<file path="src/sv/e80dc_pkg.sv">
// ============================================================================
// e80dc_pkg
// Shared types and constants of the extended80 / binary64 format converter.
// ============================================================================
`default_nettype none

package e80dc_pkg;

	// extended format exponent limits
	localparam logic [14:0] EXT_EXP_MAX  = 15'h7fff;
	// exponent rebias between extended and double (16383 - 1023)
	localparam logic [14:0] BIAS_DIFF    = 15'd15360;
	// rebias plus the 12 bit offset of a 52 bit fraction inside 64 bits
	localparam logic [14:0] DEN_BASE     = 15'd15372;
	// extended exponents at or below this flush to zero in a double
	localparam logic [14:0] E2D_ZERO_MAX = 15'd15308;
	// extended exponents at or above this overflow a double
	localparam logic [14:0] E2D_OVF_MIN  = 15'd17407;

	localparam logic [10:0] DBL_EXP_MAX  = 11'h7ff;
	localparam logic [63:0] DBL_INF      = 64'h7ff0_0000_0000_0000;
	localparam logic [63:0] DBL_QNAN     = 64'h7ff8_0000_0000_0000;
	localparam logic [63:0] EXT_INT_BIT  = 64'h8000_0000_0000_0000;
	localparam logic [63:0] EXT_QNAN     = 64'hc000_0000_0000_0000;

	// conversion direction
	typedef enum logic {
		MODE_E2D = 1'b0,
		MODE_D2E = 1'b1
	} mode_t;

	// operand class found by the decode stage
	typedef enum logic [2:0] {
		CLS_ZERO   = 3'd0,
		CLS_INF    = 3'd1,
		CLS_QNAN   = 3'd2,
		CLS_SHIFT  = 3'd3,
		CLS_NORMAL = 3'd4
	} cls_t;

	// operand as it travels down the pipeline
	typedef struct packed {
		mode_t       mode;
		logic        sign;
		cls_t        cls;
		logic [5:0]  shamt;
		logic [14:0] exp;
		logic [63:0] sig;
	} op_t;

endpackage

`default_nettype wire

</file>
<file path="src/sv/e80dc_in_if.sv">
// ============================================================================
// e80dc_in_if
// Operand channel of the converter: valid/ready handshake plus payload.
// ============================================================================
`default_nettype none

interface e80dc_in_if;
	logic        valid;
	logic        ready;
	logic        mode;
	logic [15:0] ext_sign_exp;
	logic [63:0] ext_mantissa;
	logic [63:0] dbl_in;

	modport source (output valid, mode, ext_sign_exp, ext_mantissa, dbl_in, input ready);
	modport sink   (input valid, mode, ext_sign_exp, ext_mantissa, dbl_in, output ready);
endinterface

`default_nettype wire

</file>
<file path="src/sv/e80dc_out_if.sv">
// ============================================================================
// e80dc_out_if
// Result channel of the converter: valid/ready handshake plus payload.
// ============================================================================
`default_nettype none

interface e80dc_out_if;
	logic        valid;
	logic        ready;
	logic [63:0] dbl_out;
	logic [15:0] ext_sign_exp_out;
	logic [63:0] ext_mantissa_out;

	modport source (output valid, dbl_out, ext_sign_exp_out, ext_mantissa_out, input ready);
	modport sink   (input valid, dbl_out, ext_sign_exp_out, ext_mantissa_out, output ready);
endinterface

`default_nettype wire

</file>
<file path="src/sv/ext80_double_format_convert_top.sv">
// ============================================================================
// ext80_double_format_convert_top
// Converter between the x87 80-bit extended format and IEEE binary64.
// ============================================================================
// One operand beat is taken every cycle unless the full pipeline is stalled:
// stage 1 decodes the operand and counts leading zeros, stage 2 runs the
// denormal shifter, stage 3 packs the result into the output register.
// A stalled output holds the pipeline; ready propagates back through the
// stages, so bubbles are squeezed out and a full pipeline holds three beats.
// mode 0 converts extended to double with truncation (denormal extended
// inputs flush to signed zero, NaNs become the canonical quiet NaN);
// mode 1 converts double to extended exactly. The fields of the direction
// not selected read as zero.
// ============================================================================
`default_nettype none

module ext80_double_format_convert_top (
	input  wire logic   clk,
	input  wire logic   arst_n,
	e80dc_in_if.sink    din,
	e80dc_out_if.source dout
);
	import e80dc_pkg::*;

	logic v1;
	logic v2;
	logic rdy1;
	logic rdy2;
	op_t  op1;
	op_t  op2;

	// stage 1: classify and rebias
	e80dc_decode u_decode (
		.clk         (clk),
		.arst_n      (arst_n),
		.in_valid    (din.valid),
		.in_ready    (din.ready),
		.in_mode     (din.mode),
		.in_sign_exp (din.ext_sign_exp),
		.in_mantissa (din.ext_mantissa),
		.in_dbl      (din.dbl_in),
		.out_valid   (v1),
		.out_ready   (rdy1),
		.out_op      (op1)
	);

	// stage 2: denormal shift
	e80dc_shift u_shift (
		.clk       (clk),
		.arst_n    (arst_n),
		.in_valid  (v1),
		.in_ready  (rdy1),
		.in_op     (op1),
		.out_valid (v2),
		.out_ready (rdy2),
		.out_op    (op2)
	);

	// stage 3: result assembly
	e80dc_pack u_pack (
		.clk              (clk),
		.arst_n           (arst_n),
		.in_valid         (v2),
		.in_ready         (rdy2),
		.in_op            (op2),
		.out_valid        (dout.valid),
		.out_ready        (dout.ready),
		.dbl_out          (dout.dbl_out),
		.ext_sign_exp_out (dout.ext_sign_exp_out),
		.ext_mantissa_out (dout.ext_mantissa_out)
	);

`ifndef ASSERT_OFF
	// input backpressure only when the whole pipeline is full and stalled
	a_full_stall: assert property (@(posedge clk) disable iff (!arst_n)
		!din.ready |-> (v1 && v2 && dout.valid && !dout.ready))
		else $error("top: input stalled with room in the pipeline");
`endif

endmodule

`default_nettype wire

</file>
<file path="src/sv/e80dc_decode.sv">
// ============================================================================
// e80dc_decode
// Stage 1: classifies the operand, rebiases the exponent and finds the
// shift amount (leading-zero count for a double denormal).
// ============================================================================
`default_nettype none

module e80dc_decode (
	input  wire logic            clk,
	input  wire logic            arst_n,
	input  wire logic            in_valid,
	output logic                 in_ready,
	input  wire logic            in_mode,
	input  wire logic [15:0]     in_sign_exp,
	input  wire logic [63:0]     in_mantissa,
	input  wire logic [63:0]     in_dbl,
	output logic                 out_valid,
	input  wire logic            out_ready,
	output e80dc_pkg::op_t       out_op
);
	import e80dc_pkg::*;

	// leading zeros of a nonzero word, six halving steps
	function automatic logic [5:0] lead_zeros(input logic [63:0] v);
		logic [63:0] t;
		logic [5:0]  n;
		begin
			t = v;
			n = '0;
			if (t[63:32] == '0) begin
				n[5] = 1'b1;
				t = {t[31:0], 32'b0};
			end
			if (t[63:48] == '0) begin
				n[4] = 1'b1;
				t = {t[47:0], 16'b0};
			end
			if (t[63:56] == '0) begin
				n[3] = 1'b1;
				t = {t[55:0], 8'b0};
			end
			if (t[63:60] == '0) begin
				n[2] = 1'b1;
				t = {t[59:0], 4'b0};
			end
			if (t[63:62] == '0) begin
				n[1] = 1'b1;
				t = {t[61:0], 2'b0};
			end
			if (!t[63]) begin
				n[0] = 1'b1;
			end
			return n;
		end
	endfunction

	logic        v_s1;
	op_t         op_s1;
	op_t         op_nx;
	logic [14:0] e80;
	logic [10:0] e64;
	logic [51:0] f64;
	logic [14:0] e2d_den_sh;
	logic [14:0] e2d_norm_exp;
	logic [5:0]  d2e_lz;

	assign e80          = in_sign_exp[14:0];
	assign e64          = in_dbl[62:52];
	assign f64          = in_dbl[51:0];
	assign e2d_den_sh   = DEN_BASE - e80;
	assign e2d_norm_exp = e80 - BIAS_DIFF;
	assign d2e_lz       = lead_zeros({12'b0, f64});

	// operand classification
	always_comb begin
		op_nx       = '0;
		op_nx.mode  = mode_t'(in_mode);
		op_nx.cls   = CLS_ZERO;
		if (op_nx.mode == MODE_E2D) begin
			op_nx.sign = in_sign_exp[15];
			op_nx.sig  = in_mantissa;
			if (e80 == '0) begin
				op_nx.cls = CLS_ZERO;
			end else if (e80 == EXT_EXP_MAX) begin
				op_nx.cls = (in_mantissa == EXT_INT_BIT) ? CLS_INF : CLS_QNAN;
			end else if (e80 <= E2D_ZERO_MAX) begin
				op_nx.cls = CLS_ZERO;
			end else if (e80 <= BIAS_DIFF) begin
				op_nx.cls   = CLS_SHIFT;
				op_nx.shamt = e2d_den_sh[5:0];
			end else if (e80 >= E2D_OVF_MIN) begin
				op_nx.cls = CLS_INF;
			end else begin
				op_nx.cls = CLS_NORMAL;
				op_nx.exp = e2d_norm_exp;
			end
		end else begin
			op_nx.sign = in_dbl[63];
			if (e64 == '0) begin
				if (f64 == '0) begin
					op_nx.cls = CLS_ZERO;
				end else begin
					op_nx.cls   = CLS_SHIFT;
					op_nx.shamt = d2e_lz;
					op_nx.exp   = DEN_BASE - {9'b0, d2e_lz};
					op_nx.sig   = {12'b0, f64};
				end
			end else if (e64 == DBL_EXP_MAX) begin
				op_nx.cls = (f64 == '0) ? CLS_INF : CLS_QNAN;
				op_nx.exp = EXT_EXP_MAX;
			end else begin
				op_nx.cls = CLS_NORMAL;
				op_nx.exp = {4'b0, e64} + BIAS_DIFF;
				op_nx.sig = {1'b1, f64, 11'b0};
			end
		end
	end

	// stage register
	assign in_ready = !v_s1 || out_ready;

	always_ff @(posedge clk or negedge arst_n) begin
		if (!arst_n) begin
			v_s1 <= 1'b0;
		end else if (in_ready) begin
			v_s1 <= in_valid;
		end
	end

	always_ff @(posedge clk) begin
		if (in_ready && in_valid) begin
			op_s1 <= op_nx;
		end
	end

	assign out_valid = v_s1;
	assign out_op    = op_s1;

endmodule

`default_nettype wire

</file>
<file path="src/sv/e80dc_shift.sv">
// ============================================================================
// e80dc_shift
// Stage 2: right shift into a double denormal, or left shift that
// normalizes a double denormal into the extended format.
// ============================================================================
`default_nettype none

module e80dc_shift (
	input  wire logic            clk,
	input  wire logic            arst_n,
	input  wire logic            in_valid,
	output logic                 in_ready,
	input  wire e80dc_pkg::op_t  in_op,
	output logic                 out_valid,
	input  wire logic            out_ready,
	output e80dc_pkg::op_t       out_op
);
	import e80dc_pkg::*;

	logic v_s2;
	op_t  op_s2;
	op_t  op_nx;

	// significand shift, only for denormal cases
	always_comb begin
		op_nx = in_op;
		if (in_op.cls == CLS_SHIFT) begin
			if (in_op.mode == MODE_E2D) begin
				op_nx.sig = in_op.sig >> in_op.shamt;
			end else begin
				op_nx.sig = in_op.sig << in_op.shamt;
			end
		end
	end

	// stage register
	assign in_ready = !v_s2 || out_ready;

	always_ff @(posedge clk or negedge arst_n) begin
		if (!arst_n) begin
			v_s2 <= 1'b0;
		end else if (in_ready) begin
			v_s2 <= in_valid;
		end
	end

	always_ff @(posedge clk) begin
		if (in_ready && in_valid) begin
			op_s2 <= op_nx;
		end
	end

	assign out_valid = v_s2;
	assign out_op    = op_s2;

endmodule

`default_nettype wire

</file>
<file path="src/sv/e80dc_pack.sv">
// ============================================================================
// e80dc_pack
// Stage 3: assembles the result fields and holds them in the output
// register until the beat is taken.
// ============================================================================
`default_nettype none

module e80dc_pack (
	input  wire logic            clk,
	input  wire logic            arst_n,
	input  wire logic            in_valid,
	output logic                 in_ready,
	input  wire e80dc_pkg::op_t  in_op,
	output logic                 out_valid,
	input  wire logic            out_ready,
	output logic [63:0]          dbl_out,
	output logic [15:0]          ext_sign_exp_out,
	output logic [63:0]          ext_mantissa_out
);
	import e80dc_pkg::*;

	logic        v_s3;
	mode_t       mode_s3;
	logic [63:0] dbl_s3;
	logic [15:0] se_s3;
	logic [63:0] mant_s3;
	logic [62:0] mag_nx;
	logic [63:0] dbl_nx;
	logic [15:0] se_nx;
	logic [63:0] mant_nx;

	// double magnitude by class
	always_comb begin
		unique case (in_op.cls)
			CLS_ZERO:   mag_nx = '0;
			CLS_INF:    mag_nx = DBL_INF[62:0];
			CLS_QNAN:   mag_nx = DBL_QNAN[62:0];
			CLS_SHIFT:  mag_nx = in_op.sig[62:0];
			CLS_NORMAL: mag_nx = {in_op.exp[10:0], in_op.sig[62:11]};
			default:    mag_nx = '0;
		endcase
	end

	// extended significand by class
	always_comb begin
		unique case (in_op.cls)
			CLS_ZERO:   mant_nx = '0;
			CLS_INF:    mant_nx = EXT_INT_BIT;
			CLS_QNAN:   mant_nx = EXT_QNAN;
			CLS_SHIFT:  mant_nx = in_op.sig;
			CLS_NORMAL: mant_nx = in_op.sig;
			default:    mant_nx = '0;
		endcase
	end

	// unused direction reads as zero
	always_comb begin
		if (in_op.mode == MODE_E2D) begin
			dbl_nx = {in_op.sign, mag_nx};
			se_nx  = '0;
		end else begin
			dbl_nx = '0;
			se_nx  = {in_op.sign, in_op.exp};
		end
	end

	// output register
	assign in_ready = !v_s3 || out_ready;

	always_ff @(posedge clk or negedge arst_n) begin
		if (!arst_n) begin
			v_s3 <= 1'b0;
		end else if (in_ready) begin
			v_s3 <= in_valid;
		end
	end

	always_ff @(posedge clk) begin
		if (in_ready && in_valid) begin
			mode_s3 <= in_op.mode;
			dbl_s3  <= dbl_nx;
			se_s3   <= se_nx;
			mant_s3 <= (in_op.mode == MODE_E2D) ? '0 : mant_nx;
		end
	end

	assign out_valid        = v_s3;
	assign dbl_out          = dbl_s3;
	assign ext_sign_exp_out = se_s3;
	assign ext_mantissa_out = mant_s3;

`ifndef ASSERT_OFF
	// only the fields of the selected direction carry data
	a_unused_zero: assert property (@(posedge clk) disable iff (!arst_n)
		v_s3 |-> ((mode_s3 == MODE_E2D) ? (se_s3 == '0 && mant_s3 == '0) : (dbl_s3 == '0)))
		else $error("e80dc_pack: unused result fields not zero");

	// a double with all-ones exponent is exactly infinity or the quiet nan
	a_dbl_special: assert property (@(posedge clk) disable iff (!arst_n)
		(v_s3 && mode_s3 == MODE_E2D && dbl_s3[62:52] == DBL_EXP_MAX)
		|-> (dbl_s3[51:0] == DBL_INF[51:0] || dbl_s3[51:0] == DBL_QNAN[51:0]))
		else $error("e80dc_pack: malformed double special value");

	// every nonzero extended result carries its integer bit
	a_ext_int_bit: assert property (@(posedge clk) disable iff (!arst_n)
		(v_s3 && mode_s3 == MODE_D2E && se_s3[14:0] != '0) |-> mant_s3[63])
		else $error("e80dc_pack: extended result not normalized");
`endif

endmodule

`default_nettype wire

</file>
<file path="src/flat_wrapper.sv">
// flat-port wrapper written by rule: the top's interface ports become plain ports
module ext80_double_format_convert_top_flat import e80dc_pkg::*;
  (clk, arst_n, din_valid, din_mode, din_ext_sign_exp, din_ext_mantissa, din_dbl_in, din_ready, dout_valid, dout_dbl_out, dout_ext_sign_exp_out, dout_ext_mantissa_out, dout_ready);
  e80dc_in_if din_i ();
  e80dc_out_if dout_i ();
  input  wire logic clk;
  input  wire logic arst_n;
  input wire logic [$bits(din_i.valid)-1:0] din_valid;
  input wire logic [$bits(din_i.mode)-1:0] din_mode;
  input wire logic [$bits(din_i.ext_sign_exp)-1:0] din_ext_sign_exp;
  input wire logic [$bits(din_i.ext_mantissa)-1:0] din_ext_mantissa;
  input wire logic [$bits(din_i.dbl_in)-1:0] din_dbl_in;
  output wire logic [$bits(din_i.ready)-1:0] din_ready;
  output wire logic [$bits(dout_i.valid)-1:0] dout_valid;
  output wire logic [$bits(dout_i.dbl_out)-1:0] dout_dbl_out;
  output wire logic [$bits(dout_i.ext_sign_exp_out)-1:0] dout_ext_sign_exp_out;
  output wire logic [$bits(dout_i.ext_mantissa_out)-1:0] dout_ext_mantissa_out;
  input wire logic [$bits(dout_i.ready)-1:0] dout_ready;
  assign din_i.valid = din_valid;
  assign din_i.mode = din_mode;
  assign din_i.ext_sign_exp = din_ext_sign_exp;
  assign din_i.ext_mantissa = din_ext_mantissa;
  assign din_i.dbl_in = din_dbl_in;
  assign din_ready = din_i.ready;
  assign dout_valid = dout_i.valid;
  assign dout_dbl_out = dout_i.dbl_out;
  assign dout_ext_sign_exp_out = dout_i.ext_sign_exp_out;
  assign dout_ext_mantissa_out = dout_i.ext_mantissa_out;
  assign dout_i.ready = dout_ready;
  ext80_double_format_convert_top u_core (.clk(clk), .arst_n(arst_n), .din(din_i), .dout(dout_i));
endmodule
</file>
<file path="config.mk">
export PLATFORM = sky130hd
export DESIGN_NAME = ext80_double_format_convert_top_flat
export DESIGN_NICKNAME = d
export VERILOG_FILES = /design/src/sv/e80dc_pkg.sv /design/src/sv/e80dc_in_if.sv /design/src/sv/e80dc_out_if.sv /design/src/sv/ext80_double_format_convert_top.sv /design/src/sv/e80dc_decode.sv /design/src/sv/e80dc_shift.sv /design/src/sv/e80dc_pack.sv /design/src/flat_wrapper.sv
export SDC_FILE = /design/constraint.sdc
export NUM_CORES = 1
export LEC_CHECK = 0
export ABC_AREA = 0
export BUFFER_PORTS_ARGS = -buffer_cell sky130_fd_sc_hd__buf_2
export CORE_ASPECT_RATIO = 0.9
export CORE_MARGIN = 2
export CORE_UTILIZATION = 43
export CTS_CLUSTER_DIAMETER = 150
export DETAILED_ROUTE_END_ITERATION = 6
export REMOVE_ABC_BUFFERS = 1
export SLEW_MARGIN = 10
export SYNTH_ARGS = -nofsm -noshare
export SYNTH_HDL_FRONTEND = slang
export SYNTH_SLANG_ARGS = --single-unit
</file>
<file path="constraint.sdc">
create_clock -name clk -period 4.35 [get_ports clk]
set_clock_uncertainty 0.15 [all_clocks]
set_input_delay 0.6525 -clock clk [delete_from_list [all_inputs] [get_ports clk]]
set_output_delay 0.6525 -clock clk [all_outputs]
set_load 0.02 [all_outputs]
</file>
==> summary.txt, run 1 <==
Setup path
  – Nature of the critical path endpoint: flip-flop
  – Crit Path Max Fanout: 25
  – Critical Path Start Type: flip-flop
  – CP Class: flip-flop to flip-flop
  – Worst EP arrival: 3630 ps
  – FF-to-FF End: u_core.u_shift.out_op[0]
  – R2r setup slk: 720 ps
  – Worst R2R Path Depth: 11
  – Reg-to-Reg Start: u_core.u_decode.out_op[79]
  – Worst Path Required: 4350 ps

Route
  – DR pass1 iterations: 5
  – Via count: 20580
  – DRC: 0
  – Vias/cell: 6.457
  – Mean routed wirelength per cell: 29.08 um
  – Routed wire length: 92670 um
  – Starting DRT DRC Count: 2271
  – Final ANT Viol Nets: 0

Flow run
  – Max Cap Violations: 0

Synth
  – Number of flops mapped to enable cells by yosys: 318
  – Ys Warns: 0
  – Post-Syn Area: 0.02228 mm^2
  – Register area share after synthesis: 43.19%
  – Ys flop type: edfxtp_1
  – Asr flop ratio synth: 0.9346%
  – Post-synthesis cell count: 2200
  – Post-synth cell types: 83
  – Post-Syn Area per Cell: 10.13 um^2
  – Yosys reg bits: 321

CTS
  – Clk sinks: 321
  – Post-CTS Resized: 0
  – CTS tree: done
  – Clk root buf: clkbuf_16
  – CTS max path bufs: 3
  – Htree depth: 2
  – Clock buffer count from CTS: 37
  – Clk Latency, worst-skew pair: 560 ps
  – Register clock-pin slew on the reported worst setup and hold paths: 60 ps

Power
  – Clk network pwr share: 30.8%
  – Worst-case vdd ir drop: 0.0002806 V
  – Sw Pwr: 3.263 mW
  – Int Power: 6.588 mW
  – Register share of total power: 41.6%
  – P per Cell Area: 377.5 mW/mm^2
  – Leakage: 10.18 nW
  – Comb power frac: 27.6%
  – Sw frac: 33.12%

GRT
  – GRT Residual Overflow: 0
  – Antenna violations before repair: 2
  – First-pass GRT wire length: 133500 um
  – Gr usage total: 33.97%
  – Largest net degree at the start of global routing: 106
  – Vias in the first global route: 19780

Floorplanning
  – # rows: 79
  – Initial Util: 43.27%
  – DIE WIDTH: 244.0 um
  – Die area: 0.05366 mm^2
  – Die height: 220.0 um
  – Core footprint: 0.05150 mm^2
  – Boundary Pins: 295

Cells and area
  – Area grow syn2layout: 17.11%
  – Multi-input logic area: 0.01177 mm^2
  – Fin cells: 3187
  – Antenna Diode Count: 0
  – Nets: 2629
  – Most common cell after layout, fill and taps aside: nor2_1
  – Final Cell Area: 0.02610 mm^2
  – Layout cells sized above 1: 26.29%
  – # fillers: 4731
  – Commonest cells after routing, fill and taps aside: nor2_1 (406), edfxtp_1 (318), buf_2 (294), nand2_1 (182), o21ai_0 (129)
  – FF/Latch Area: 0.009624 mm^2

STA
  – Worst Max-Slew Pin Slew: 1211 ps
  – Final period utilization: 83.44%
  – Final setup vio count: 0
  – RSZ-0062 raised after global routing: false
  – Count of pins over their slew limit: 0
  – Final min period: 3630 ps
  – Worst rel slew slack: 19.02%
  – Hold Vio Cnt, Final: 0
  – Fmax: 0.2755 GHz

Min path
  – Min-Delay Endpoint: u_core.u_decode.out_valid
  – HP Class: input pin to flip-flop
  – Hold_sp: din_valid
  – Hold path depth: 2

Place
  – Placed cells: 3123
  – IO Port Bufs: 294
  – Hpwl dp: 70310 um
  – GPL Wtd Cong: 0.9929
  – Cell area after placement: 0.02494 mm^2

Run status
  – Outcome: complete, no violations
power groups by stage:
| stage | clock network (mW) | registers, mW | logic, mW |
|---|---|---|---|
| 2_1_floorplan | 0 | 4.28 | 1.40 |
| 3_3_place_gp | 0 | 4.13 | 2.68 |
| 3_5_place_dp | 0 | 4.14 | 2.67 |
| 4_1_cts | 3.09 | 4.08 | 2.67 |
| 5_1_grt | 3.20 | 4.12 | 2.89 |
| 6_report | 3.03 | 4.10 | 2.72 |
final cells by class:
class	count	area share (%)
multi-input cells	1662	45.09
flip-flops and latches	321	36.88
repair buffers	420	9.848
clock buffers	49	3.802
well taps	688	3.299
clock inverters	14	0.5945
inverters	33	0.4842
metrics by stage:
step           worst slack (ps)  util [%]  TNS (ps)  hold slack, ps  total power [mW]
6_report                  720.5     50.67         0           187.5             9.851
4_1_cts                   832.9     50.67         0           167.5             9.845
3_3_place_gp              639.8     48.43         0           253.6             6.815
2_1_floorplan             -3020         -   -233360           206.9             5.686
3_5_place_dp              585.6     48.43         0           254.5             6.810
5_1_grt                   575.3     50.67         0           186.4             10.20
registers in the layout, indices dropped and copies added, names as in the netlist:
name and count:
u_core.u_shift.out_op 84, u_core.u_shift.out_valid 1, u_core.u_decode.out_op 90, u_core.u_pack.ext_mantissa_out 64, u_core.u_pack.dbl_out 64, u_core.u_pack.ext_sign_exp_out 16, u_core.u_decode.out_valid 1, u_core.u_pack.out_valid 1
Yosys cell counts (4+ instances only):
library cell  count  area share, %
ha_1              5           0.28
a22o_1           11           0.43
o31ai_1           9           0.30
mux4_2          127             13
o22a_1           16           0.63
and3_1           42            1.2
o21ai_0         129            2.9
nand3_1          35           0.79
a31oi_1           9           0.25
o311ai_0          5           0.20
o22ai_1          36            1.0
clkbuf_1        129            2.2
nand2_1         182            3.1
buf_2            19           0.43
buf_1            23           0.39
nand2b_1         12           0.34
nand4_1          10           0.28
a221o_1          42            1.9
nor2b_1           8           0.22
mux2_2           25            1.3
inv_1            30           0.51
a21o_1            8           0.27
o21ai_1           5           0.11
a22oi_1          64            2.2
a211oi_1         20           0.67
nor2_1          406            6.8
mux2i_1          95            4.3
nor4_1           24           0.67
o311a_1           5           0.22
buf_4             8           0.27
edfxtp_1        318             43
and2_1           88            2.5
o21a_1            4           0.13
nor3_1           34           0.76
xnor2_1           5           0.20
a21oi_1         128            2.9
worst max-delay path by stage:
stage                                     from                          to  slack [ps]  cells past startpoint
global route        u_core.u_decode.out_op[79]    u_core.u_shift.out_op[0]         580                     11
CTS                 u_core.u_decode.out_op[79]    u_core.u_shift.out_op[0]         830                     11
floorplan           u_core.u_decode.out_op[79]   u_core.u_shift.out_op[31]       -3020                      9
global placement                din_dbl_in[50]  u_core.u_decode.out_op[64]         640                     11
finish              u_core.u_decode.out_op[79]    u_core.u_shift.out_op[0]         720                     11
detailed placement              din_dbl_in[41]  u_core.u_decode.out_op[64]         590                     10
kinds of logic (layout without fill, tap and decap cells):
kind of cell / after synthesis / after routing / synth area share, %
AOI/OAI and AO/OA: 533 / 533 / 15.87
xor gates and xnor gates: 7 / 7 / 0.2751
adders and majority gates: 5 / 5 / 0.2807
buffers and inverters: 217 / 516 / 4.099
DFF: 321 / 321 / 43.19
muxes: 247 / 247 / 18.37
and+or+nand+nor: 870 / 870 / 17.92
routing by layer:
| metal | track usage [%] | vias to the layer above | part of all wire (%) |
|---|---|---|---|
| met1 | 46.27 | 10100 | 41 |
| met5 | 0 | - | 0.014 |
| met4 | 18.43 | 2 | 6.0 |
| met2 | 52.51 | 1336 | 45 |
| li1 | - | 8915 | - |
| met3 | 5.018 | 227 | 8.7 |
worst max-delay path, cell delays in order (launching register included):
cell	delay (ps)
edfxtp_1	380
buf_12	240
buf_12	250
mux2_2	470
mux2i_1	230
a21o_1	290
nor2_1	60
nor2_1	350
a211o_1	210
nand2_1	50
o21ai_0	170
o21ai_0	330
what timing repair did:
| item | CTS | global route |
|---|---|---|
| setup buffers | 0 | 0 |
| hold endpoints to repair | 3 | 0 |
| hold buffers | 1 | 0 |
Power figures use the tool's default switching activity.
==> run 2, diff against run 1 <==
Clock period 4.35 ns to 3.1 ns, I/O delays scaled along.
==> summary.txt, run 2 (synthesis gave the netlist of run 1 again) <==
Power
  – Worst-case vdd ir drop: 0.0003299 V
  – Leakage: 11.98 nW
  – P per Cell Area: 492.9 mW/mm^2

Place
  – IO Port Bufs: 294
  – Hpwl dp: 75450 um
  – GPL Wtd Cong: 1.014
  – Placed cells: 3445

Cells and area
  – FF/Latch Area: 0.009624 mm^2
  – Layout cells sized above 1: 39.04%
  – Fin cells: 3539
  – Multi-input logic area: 0.01224 mm^2
  – Commonest cells after routing, fill and taps aside: buf_4 (427), nor2_1 (390), edfxtp_1 (318), buf_2 (294), nand2_1 (181)
  – Final core utilization: 57.38%
  – Max reg flops: 90
  – Nets: 2976
  – Area grow syn2layout: 32.62%
  – # fillers: 4557
  – Most common cell after layout, fill and taps aside: buf_4

CTS
  – Clk Latency, worst-skew pair: 550 ps
  – Clk root buf: clkbuf_16
  – Htree depth: 2
  – Register clock-pin slew on the reported worst setup and hold paths: 60 ps
  – CTS tree: done
  – Clk sinks: 321
  – Clock buffer count from CTS: 35
  – CTS max path bufs: 3

Setup path
  – Worst Path Required: 3330 ps
  – Critical Path Start Type: flip-flop
  – Crit path buffers/inverters: 6
  – Nature of the critical path endpoint: flip-flop
  – CP Class: flip-flop to flip-flop
  – Worst EP arrival: 3370 ps
  – Crit path largest cell delay: 450 ps
  – Ordered cell list for the critical path: buf_12 > buf_6 > clkbuf_16 > buf_12 > buf_4 > mux4_2 > mux2i_2 > nor2_1 > nor2_2 > buf_4 > mux4_2 > o22a_1 > o21ai_1
  – Slowest cell on the critical path: mux4_2
  – Crit Path Max Fanout: 7
  – CP top delay family: multiplexers

Route
  – Final ANT Viol Nets: 0
  – DRC: 0
  – Via count: 22040
  – Vias/cell: 6.227
  – Routed wire length: 97830 um
  – Starting DRT DRC Count: 2733
  – DR pass1 iterations: 6
  – Mean routed wirelength per cell: 27.64 um

Run status
  – Failing checks: setup timing
  – Outcome: finished, violations left

STA
  – Setup WS post-layout: -43.16 ps
  – Hold Vio Cnt, Final: 0
  – Fmax: 0.3182 GHz
  – Worst Max-Slew Pin Slew: 931.7 ps
  – Final min period: 3143 ps
  – Final setup vio count: 3
  – Worst rel slew slack: 37.72%
  – Setup TNS: -62.70 ps
  – RSZ-0062 raised after global routing: true
  – Final period utilization: 101.4%
  – Hold slack: 65.32 ps
  – Count of pins over their slew limit: 0

Floorplanning
  – Boundary Pins: 295
  – DIE WIDTH: 244.0 um
  – # rows: 79
  – Core footprint: 0.05150 mm^2
  – Die area: 0.05366 mm^2
  – Die height: 220.0 um
  – Initial Util: 43.27%

Min path
  – HP Class: input pin to flip-flop

GRT
  – Gr usage total: 35.35%
  – Antenna violations before repair: 1
  – GRT Residual Overflow: 0
  – Vias in the first global route: 21050
  – First-pass GRT wire length: 138900 um
  – Largest net degree at the start of global routing: 66

Flow run
  – Max Cap Violations: 0
-- run 2: cell type report --
| cell class | instances | share of cell area (%) |
|---|---|---|
| inverters | 33 | 0.4276 |
| multi-input cells | 1662 | 41.41 |
| clock buffers | 47 | 3.222 |
| diodes | 3 | 0.02540 |
| repair buffers | 769 | 18.99 |
| well taps | 688 | 2.913 |
| flip-flops and latches | 321 | 32.57 |
| clock inverters | 16 | 0.4403 |
-- run 2: routing by layer --
layer	up-vias	global-route usage, %	share of wire [%]
met3	264	6.065	9.6
li1	9641	-	-
met2	1430	54.64	44
met5	-	0	0
met4	0	20.26	6.4
met1	10700	47.18	40
-- run 2: stage by stage --
stage                     setup slack (ps)  cell area (um^2)  power (mW)
after floorplan                      -4270             21490       7.978
after CTS                           -59.02             28850       14.30
after global placement              -257.7             27610       10.21
final                               -43.16             29550       14.57
after global routing                -93.34             29550       15.07
after detailed placement            -222.2             27610       10.23
-- run 2: worst paths after layout --
kind	from	end	slack (ps)	cells after the start
max in group asynchronous	arst_n	u_core.u_decode.out_valid	2570	2
min in group asynchronous	arst_n	u_core.u_pack.out_valid	120	2
max reg2reg	u_core.u_decode.out_op[79]	u_core.u_shift.out_op[24]	-40	13
min	dout_ready	u_core.u_shift.out_valid	70	4
max	u_core.u_decode.out_op[79]	u_core.u_shift.out_op[24]	-40	13
min reg2reg	u_core.u_decode.out_op[66]	u_core.u_shift.out_op[66]	270	0
-- run 2: worst reg2reg max path: cells and delay by family (launching register included) --
family | cells | cell delay, ps
AO/OA/AOI/OAI | 2 | 360
buffers and inverters | 6 | 900
flip-flops | 1 | 430
multiplexers | 3 | 930
AND/OR/NAND/NOR | 2 | 220
-- run 2: power breakdown --
| group | total (mW) | switching (mW) | leakage [nW] | internal [mW] |
|---|---|---|---|---|
| combinational | 4.87 | 2.76 | 8.27 | 2.10 |
| clock | 4.02 | 1.75 | 0.525 | 2.27 |
| sequential | 5.68 | 0.382 | 3.19 | 5.30 |
| total | 14.6 | 4.90 | 12.0 | 9.67 |
-- run 2: repair_timing --
action / 4_1_cts / 5_1_grt
cloned: 0 / 4
gates resized for setup: 42 / 126
endpoints found under the hold margin: 4 / 0
setup endpoints to repair: 36 / 53
pin swaps: 5 / 40
setup buffers: 1 / 23
hold buffers: 2 / 0
==> run 3, diff against run 2 <==
Settings changed: CELL_PAD_IN_SITES_DETAIL_PLACEMENT from default to 1, CELL_PAD_IN_SITES_GLOBAL_PLACEMENT from default to 1, CORE_UTILIZATION 43 to 42, PLACE_DENSITY_LB_ADDON from default to 0.1.
Clock period 3.1 ns to 2.6 ns, I/O delays scaled along.
==> summary.txt, run 3 (synthesis gave the netlist of run 1 again) <==
Flow run
  – Max Cap Violations: 0

GRT
  – Gr usage total: 40.86%
  – GRT Residual Overflow: 0
  – Antenna violations before repair: 5
  – Vias in the first global route: 24430
  – First-pass GRT wire length: 164000 um
  – Largest net degree at the start of global routing: 68

Setup path
  – Worst EP arrival: 3670 ps
  – Critical Path Start Type: flip-flop
  – Nature of the critical path endpoint: flip-flop
  – Crit Path Max Fanout: 6
  – Slowest cell on the critical path: mux4_2
  – Ordered cell list for the critical path: buf_6 > buf_12 > buf_12 > buf_8 > buf_12 > mux4_2 > nor2_2 > nor2_2 > a21oi_2 > o22ai_1 > nand2_1 > a21oi_1 > nor2_1 > o21ai_1
  – Crit path buffers/inverters: 5
  – CP dominant cell by count: buf_12
  – Worst Path Required: 2800 ps
  – Crit path largest cell delay: 490 ps
  – CP top delay family: compound AO/OA/AOI/OAI gates
  – CP Class: flip-flop to flip-flop

STA
  – Hold Vio Cnt, Final: 0
  – Worst Max-Slew Pin Slew: 779.6 ps
  – Count of pins over their slew limit: 0
  – Setup WS post-layout: -873.8 ps
  – Fmax: 0.2879 GHz
  – Final min period: 3474 ps
  – Final setup vio count: 64
  – Worst rel slew slack: 48.03%
  – Setup TNS: -35240 ps
  – Final period utilization: 133.6%
  – RSZ-0062 raised after global routing: true

Cells and area
  – Final core utilization: 59.51%
  – Max reg flops: 90
  – Final Cell Area: 0.03139 mm^2
  – Multi-input logic area: 0.01276 mm^2
  – Nets: 3123
  – Most common cell after layout, fill and taps aside: buf_4
  – FF/Latch Area: 0.009624 mm^2
  – # fillers: 5821
  – Area grow syn2layout: 40.87%
  – Commonest cells after routing, fill and taps aside: buf_4 (543), nor2_1 (355), edfxtp_1 (318), buf_2 (294), nand2_1 (178)
  – Layout cells sized above 1: 44.67%
  – Fin cells: 3692

Route
  – Vias/cell: 6.559
  – Mean routed wirelength per cell: 31.89 um
  – DRC: 0
  – DR pass1 iterations: 6
  – Via count: 24210
  – Final ANT Viol Nets: 0
  – Routed wire length: 117700 um
  – Starting DRT DRC Count: 3116

Power
  – Leakage: 12.80 nW
  – Worst-case vdd ir drop: 0.0004681 V
  – P per Cell Area: 585.8 mW/mm^2

CTS
  – Register clock-pin slew on the reported worst setup and hold paths: 60 ps
  – CTS tree: done
  – Clk Latency, worst-skew pair: 570 ps
  – CTS max path bufs: 3
  – Clk root buf: clkbuf_16
  – Htree depth: 2
  – Clk sinks: 321
  – Clock buffer count from CTS: 37

Place
  – Cell area after placement: 0.02864 mm^2
  – GPL Wtd Cong: 1.036
  – Placed cells: 3577
  – IO Port Bufs: 294
  – Hpwl dp: 86990 um

Min path
  – HP Class: input pin to flip-flop

Floorplanning
  – Core footprint: 0.05275 mm^2
  – Initial Util: 42.24%
  – DIE WIDTH: 246.8 um
  – # rows: 80
  – Boundary Pins: 295
  – Die height: 222.5 um
  – Die area: 0.05492 mm^2

Run status
  – Outcome: finished, violations left
  – Failing checks: setup timing
run 3: cell types whose count changed in the layout (fill, tap and decap cells not counted), moves of 5 or more:
cell,before,now
nor2_4,1,6
buf_6,4,16
mux2i_4,5,15
buf_4,427,543
mux2i_1,65,51
a21oi_1,101,94
o21ai_1,26,35
nor2_2,16,46
o21ai_0,99,86
nor2_1,390,355
buf_12,35,43
run 3: repair_timing:
item	4_1_cts	5_1_grt
buffers inserted	9	36
setup endpoints to repair	67	85
endpoints found under the hold margin	6	0
gates cloned	2	4
gates resized for setup	104	219
hold buffers	4	0
pin swaps	13	64
run 3: path summary, 6_finish.rpt:
kind | endpoint | cells past startpoint | startpoint | slack (ps)
max in group asynchronous | u_core.u_decode.out_valid | 2 | arst_n | 2140
min reg2reg | u_core.u_shift.out_op[71] | 0 | u_core.u_decode.out_op[71] | 280
max reg2reg | u_core.u_shift.out_op[21] | 14 | u_core.u_decode.out_op[79] | -870
max | u_core.u_shift.out_op[21] | 14 | u_core.u_decode.out_op[79] | -870
min | u_core.u_decode.out_op[88] | 2 | din_ext_sign_exp[15] | 20
min in group asynchronous | u_core.u_pack.out_valid | 2 | arst_n | 50
run 3: area by class of cell:
class | instances | share of cell area (%)
Antenna cell | 2 | 0.01594
Clock buffer | 48 | 3.081
Clock inverter | 15 | 0.2870
Inverter | 33 | 0.4026
Multi-Input combinational cell | 1662 | 40.66
Sequential cell | 321 | 30.66
Tap cell | 697 | 2.778
Timing Repair Buffer | 914 | 22.11
run 3: power by group:
group / total (mW) / switching, mW / internal [mW]
combinational: 6.71 / 3.84 / 2.87
clock: 4.89 / 2.26 / 2.63
sequential: 6.79 / 0.471 / 6.32
run 3: routing by layer:
layer | part of all wire [%] | routed length, um | track usage (%)
met5 | 0.0085 | 10 | 0
met4 | 7.5 | 8885 | 26.51
met3 | 10 | 11840 | 7.416
met2 | 45 | 53410 | 63.66
met1 | 37 | 43580 | 52.28
run 3: worst register-to-register path, delay by kind of cell, from the launching register on:
kind,cells,cell delay [ps]
multiplexers,1,490
AND/OR/NAND/NOR,4,670
flip-flops,1,460
AO/OA/AOI/OAI,4,840
buffers and inverters,5,690
run 3: through the flow:
| step | hold slack, ps | power, mW | setup slack (ps) |
|---|---|---|---|
| global placement | 36.15 | 12.48 | -645.6 |
| detailed placement | 43.46 | 12.68 | -725.7 |
| finish | 18.68 | 18.39 | -873.8 |
| CTS | 0.6425 | 17.71 | -532.6 |
| global route | 4.290 | 18.82 | -894.8 |
| floorplan | -55.59 | 9.513 | -4770 |
